### config.mk
export PLATFORM = sky130hd
export DESIGN_NAME = hela_qsin
export DESIGN_NICKNAME = d
export VERILOG_FILES = /design/src/hw/rtl/hela_pkg.sv /design/src/hw/rtl/hela_qsin.sv
export SDC_FILE = /design/constraint.sdc
export NUM_CORES = 2
export LEC_CHECK = 0
export ABC_AREA = 1
export BUFFER_PORTS_ARGS = -buffer_cell sky130_fd_sc_hd__buf_2
export CORE_MARGIN = 2
export CORE_UTILIZATION = 60
export CTS_BUF_LIST = sky130_fd_sc_hd__clkbuf_8
export CTS_CLUSTER_DIAMETER = 120
export DETAILED_ROUTE_END_ITERATION = 7
export PLACE_DENSITY = 0.76
export SYNTH_ARGS = -nofsm -noshare
export SYNTH_HDL_FRONTEND = slang
export SYNTH_SLANG_ARGS = --single-unit
### constraint.sdc
create_clock -name i_clk -period 17.9 [get_ports i_clk]
set_input_delay 3.58 -clock i_clk [delete_from_list [all_inputs] [get_ports i_clk]]
set_output_delay 3.58 -clock i_clk [all_outputs]
set_load 0.01 [all_outputs]
### src/hw/rtl/hela_pkg.sv
// Package for the heading-error lateral acceleration block.
// Holds the polynomial constants, reset values and quadrant codes.
// No dependencies.
package hela_pkg;

    localparam int ANGLE_BITS_DEF = 16;

    // Odd fifth-order quarter-sine polynomial, all values in Q16.
    localparam logic [16:0] SIN_A   = 17'd102944;
    localparam logic [15:0] SIN_B   = 16'd42048;
    localparam logic [12:0] SIN_C   = 13'd4640;
    localparam logic [16:0] Q16_ONE = 17'd65536;

    localparam logic [15:0] GAIN_RESET = 16'd256;

    localparam logic [1:0] QUAD_0 = 2'd0;
    localparam logic [1:0] QUAD_1 = 2'd1;
    localparam logic [1:0] QUAD_2 = 2'd2;
    localparam logic [1:0] QUAD_3 = 2'd3;

    localparam int QSIN_STAGES = 4;

endpackage

### src/hw/rtl/hela_qsin.sv
// Four-stage pipelined quarter-sine polynomial, S(x) for x in 0..1 (Q16).
// One multiplier per stage; each stage loads on its own enable bit.
// Depends on hela_pkg.
module hela_qsin
    import hela_pkg::*;
(
    input  logic                   i_clk,
    input  logic [QSIN_STAGES-1:0] i_en,
    input  logic [16:0]            i_x,
    output logic [16:0]            o_s
);

    logic [16:0] r_x_a, r_x_b, r_x_c;
    logic [16:0] r_x2, r_x2_b;
    logic [15:0] r_t;
    logic [16:0] r_u;
    logic [16:0] r_s;

    logic [33:0] n_sq;
    logic [29:0] n_tp;
    logic [32:0] n_up;
    logic [33:0] n_sp;
    logic [17:0] n_sraw;

    always_comb begin
        n_sq   = 34'(i_x) * 34'(i_x);
        n_tp   = 30'(r_x2) * 30'(SIN_C);
        n_up   = 33'(r_x2_b) * 33'(r_t);
        n_sp   = 34'(r_x_c) * 34'(r_u);
        n_sraw = n_sp[33:16];
    end

    always_ff @(posedge i_clk) begin
        if (i_en[0]) begin
            r_x_a <= i_x;
            r_x2  <= n_sq[32:16];
        end
        if (i_en[1]) begin
            r_x_b  <= r_x_a;
            r_x2_b <= r_x2;
            r_t    <= SIN_B - 16'(n_tp[29:16]);
        end
        if (i_en[2]) begin
            r_x_c <= r_x_b;
            r_u   <= SIN_A - 17'(n_up[32:16]);
        end
        if (i_en[3]) begin
            // The polynomial overshoots slightly near a quarter turn.
            r_s <= (n_sraw > 18'(Q16_ONE)) ? Q16_ONE : n_sraw[16:0];
        end
    end

    assign o_s = r_s;

endmodule
After elaboration in Yosys (flattened, before gate mapping)
Cells that the tools add are included.

$lt $le $gt $ge: 1. Multiply operators: 4. $add $sub $neg: 2.

Operators with widths (number): $mul A17 B17 Y34 (1); $mul A17 B16 Y33 (1); $mul A17 B17 Y33 (1); $mul A17 B8 Y25 const B (1); $gt A18 B17 Y1 const B (1); $sub A17 B17 Y17 const A (1); $sub A16 B14 Y16 const A (1).

Word-level logic and storage cells: 15. Output and inout bits: 17. Input port bits: 22. Bits in registers: 135.

Longest topological paths before layout
Depth after elaboration: 2. Depth in mapped cells: 36.

Least setup slack after synthesis
Ideal clock, no wire load.

Kind: in2reg. Start: input port i_x[11]. End: register r_x2[16] (data pin). Required time: 17640 ps. Path buffers: 2. Data arrival time: 8607 ps. Path slack: 9033 ps. Stages: 24. Cell sequence: clkbuf_1 > clkbuf_1 > nand2_1 > fa_1 > inv_1 > fa_1 > inv_1 > fa_1 > inv_1 > fa_1 > inv_1 > fa_1 > inv_1 > fa_1 > ha_1 > a21oi_1 > o21ai_0 > a21oi_1 > inv_1 > a21oi_1 > nand2_1 > nand2_1 > nand3_1 > xor2_1.

Cells in the longest elaborated chain, start to end: 1.

Ends and longest elaborated chain: from (decl) (RTL line hela_qsin.sv:9) `input logic [16:0] i_x,`; $mul A17 B17 Y33 (RTL line hela_qsin.sv:26) `n_sq = 34'(i_x) * 34'(i_x);`; via n_sq[32] (RTL line hela_qsin.sv:19) `logic [33:0] n_sq;`; to (signal assigned) (RTL line hela_qsin.sv:36) `r_x2 <= n_sq[32:16];`; to (decl) (RTL line hela_qsin.sv:14) `logic [16:0] r_x2, r_x2_b;`.

The timed path passes the listed nets, and every way through them passes these cells. A chain may end at the register's enable or synchronous reset.

Worst setup path in the final report
Start: input port i_x[12]. End: register r_x2[12] (data pin).

Same word-level chain as after synthesis.

==> flow_metrics.env <==
export IMPL_maxSlewHeadroom_pct=39.6
export IMPL_setup_tns_ns=0
export IMPL_cts_hold_buf=0
export IMPL_grt_pass1_vias=27842
export IMPL_dp_cells=5079
export IMPL_clk_pin_slew_ns=0.09
export IMPL_dieArea_um2=60100
export IMPL_hold_viol=0
export IMPL_setup_worst_path_end_class="register"
export IMPL_ant_nets=0
export IMPL_async_reset_ff_share_pct=0
export IMPL_nets=5355
export IMPL_grt_max_degree=51
export IMPL_fin_crit_sh_pct=48.5
export IMPL_cts_buffers=17
export IMPL_wl_mm=77.2
export IMPL_rsz0062_at_grt="false"
export IMPL_post_cts_buffers=0
export IMPL_crit_start="i_x[12]"
export IMPL_syn_area_um2=34900
export IMPL_hp_class="reg -> reg"
export IMPL_fin_crit_ns=8.68
export IMPL_fp_dieH_um=245
export IMPL_ys_types=44
export IMPL_dr_pass1_iters=5
export IMPL_synth_seq_cells=135
export IMPL_r2r_cells=26
export IMPL_setup_viol=0
export IMPL_cts_resized=0
export IMPL_drv_slew=0
export IMPL_tightest_slew_ns=0.906
export IMPL_crit_required_ns=18.16
export IMPL_reg2reg_from="r_u[3]$_DFFE_PP_"
export IMPL_vias_per_cell=5.14
export IMPL_critPathKind="in -> reg"
export IMPL_fin_cells=5112
export IMPL_gp_congestion=0.943
export IMPL_synth_avg_cell_area_um2=7.86
export IMPL_insertion_delay_ns=0.52
export IMPL_grt_use_total_pct=27.5
export IMPL_io_buffer_count=38
export IMPL_cts_root_buf="clkbuf_8"
export IMPL_final_common_cell="inv_1"
export IMPL_wire_per_inst_um=15.1
export IMPL_maxCapViolations=0
export IMPL_drt_iter0_markers=1487
export IMPL_overflow=0
export IMPL_cts_htree_levels=4
export IMPL_cp_arrival_ns=8.94
export IMPL_status="finished, final reports clean"
export IMPL_r2r_end="o_s[6]$_SDFFCE_PN0P_"
export IMPL_yosys_warnings=0
export IMPL_antenna_found_initial=0
export IMPL_io_pins=39
export IMPL_design_core_area_um2=57600
export IMPL_yosysSeqAreaShare_pct=11.6
export IMPL_r2r_slack_ns=11.11
export IMPL_cts_buffer_depth=2
export IMPL_grt_pass1_wl_mm=134
export IMPL_crit_fanout=19
export IMPL_synth_edf_count=135
export IMPL_initial_core_util_pct=60.6
export IMPL_final_cell_mix="1335 x inv_1, 1145 x nand2_1, 628 x fa_1, 372 x ha_1, 152 x nor2_1"
export IMPL_ys_flop_type="edfxtp_1"
export IMPL_syn_inst=4440
export IMPL_vias=26271
export IMPL_max_freq_mhz=115
export IMPL_finClkSkew_ns=0.0289
export IMPL_area_growth_pct=2.74
export IMPL_startpoint_type="input port"
export IMPL_layout_drive_gt1_share_pct=3.18
export IMPL_die_w_um=245
export IMPL_endpoint="r_x2[12]$_DFFE_PP_"
export IMPL_remaining_drc_errors=0
export IMPL_synth_nets=5462
export IMPL_dpl_hpwl_mm=64.5
export IMPL_cts_sinks=135
export IMPL_rows=88
export IMPL_tritoncts="built"
==> how the worst min path moves through the flow <==
stage / start / endpoint / slack [ns] / depth (start not counted)
5_1_grt: r_x_a[0]$_DFFE_PP_ / r_x_b[0]$_DFFE_PP_ / 0.43 / 0
4_1_cts: r_x_b[12]$_DFFE_PP_ / r_x_c[12]$_DFFE_PP_ / 0.42 / 0
2_1_floorplan: r_x_a[0]$_DFFE_PP_ / r_x_b[0]$_DFFE_PP_ / 0.40 / 0
6_report: r_x_b[12]$_DFFE_PP_ / r_x_c[12]$_DFFE_PP_ / 0.41 / 0
3_3_place_gp: r_x_b[3]$_DFFE_PP_ / r_x_c[3]$_DFFE_PP_ / 0.40 / 0
3_5_place_dp: r_x_a[13]$_DFFE_PP_ / r_x_b[13]$_DFFE_PP_ / 0.40 / 0
==> synthesized netlist by cell type, types with 6 or more instances <==
cell / number / area (um^2)
nand2_2: 16 / 100
edfxtp_1: 135 / 4050
nor3_1: 18 / 90.1
inv_1: 1335 / 5010
o21a_1: 8 / 60.1
xnor2_1: 24 / 210
nor4_1: 6 / 37.5
o21bai_1: 10 / 75.1
a21boi_2: 7 / 78.8
a31oi_1: 10 / 62.6
nand4_1: 17 / 106
nor2_1: 152 / 571
nor2_2: 16 / 100
nand2_1: 1145 / 4300
nand3_1: 101 / 505
clkbuf_1: 165 / 619
xor2_1: 34 / 298
fa_1: 628 / 12600
ha_1: 372 / 4650
nand3b_1: 8 / 60.1
o21ai_1: 7 / 35.0
o21ai_0: 50 / 250
a21oi_1: 124 / 621
a21boi_0: 7 / 52.6
a21o_1: 8 / 60.1
==> layer usage <==
layer / vias up / share of wire [%] / GRT usage (%)
met3: 143 / 6.1 / 3.43
met5: - / 0 / 0
met2: 834 / 49 / 47.6
li1: 12607 / - / -
met4: 0 / 2.4 / 7.62
met1: 12687 / 43 / 36.6
==> state kept, by name (all words and copies together), names as in the netlist <==
name,cells
o_s,17
r_x_a,17
r_u,17
r_x_c,17
r_x_b,17
r_x2,17
r_x2_b,17
r_t,16
==> worst max-delay path, cell delays in order <==
cell and delay [ns]:
buf_2 0.39, nand2_1 0.16, fa_1 0.54, inv_1 0.07, fa_1 0.53, inv_1 0.06, fa_1 0.49, inv_1 0.05
fa_1 0.53, inv_1 0.05, fa_1 0.47, inv_1 0.05, fa_1 0.43, ha_1 0.34, nand2_1 0.11, nor4_1 0.51
nand2_1 0.11, nand2_1 0.11, nand2_1 0.06, nand2_1 0.09, a21oi_1 0.08, xnor2_1 0.12
==> final cells by class <==
class	instances	area (um^2)
Tap cell	765	957
Sequential cell	135	4050
Clock buffer	17	234
Inverter	1340	5030
Clock inverter	15	186
Timing Repair Buffer	43	228
Multi-Input combinational cell	2796	25100
Fill cell	5048	21700
Antenna cell	1	2.50
==> cell families (layout without fill, tap and decap cells) <==
logic type	count (synthesis)	count (layout)	synth area share, %
AO/OA/AOI/OAI	242	242	3.99
other	0	1	0
buffers and inverters	1509	1415	16.3
AND/OR/NAND/NOR	1495	1495	17.2
flip-flops	135	135	11.6
adder cells (fa/ha/maj)	1000	1000	49.4
XOR/XNOR	59	59	1.50
==> metrics by stage <==
step	area [um^2]	util (%)	hold slack, ns	worst slack (ns)
after floorplan	34900	-	0.400	9.03
after global placement	35400	61.5	0.402	8.79
after detailed placement	35400	61.5	0.405	8.77
after CTS	35800	62.2	0.418	9.34
after global routing	35800	62.2	0.431	8.94
final	35800	62.2	0.412	9.22
Power is left out: the tool's default activity adds up to more than one toggle a clock period on the data nets, which glitch-free logic cannot reach.
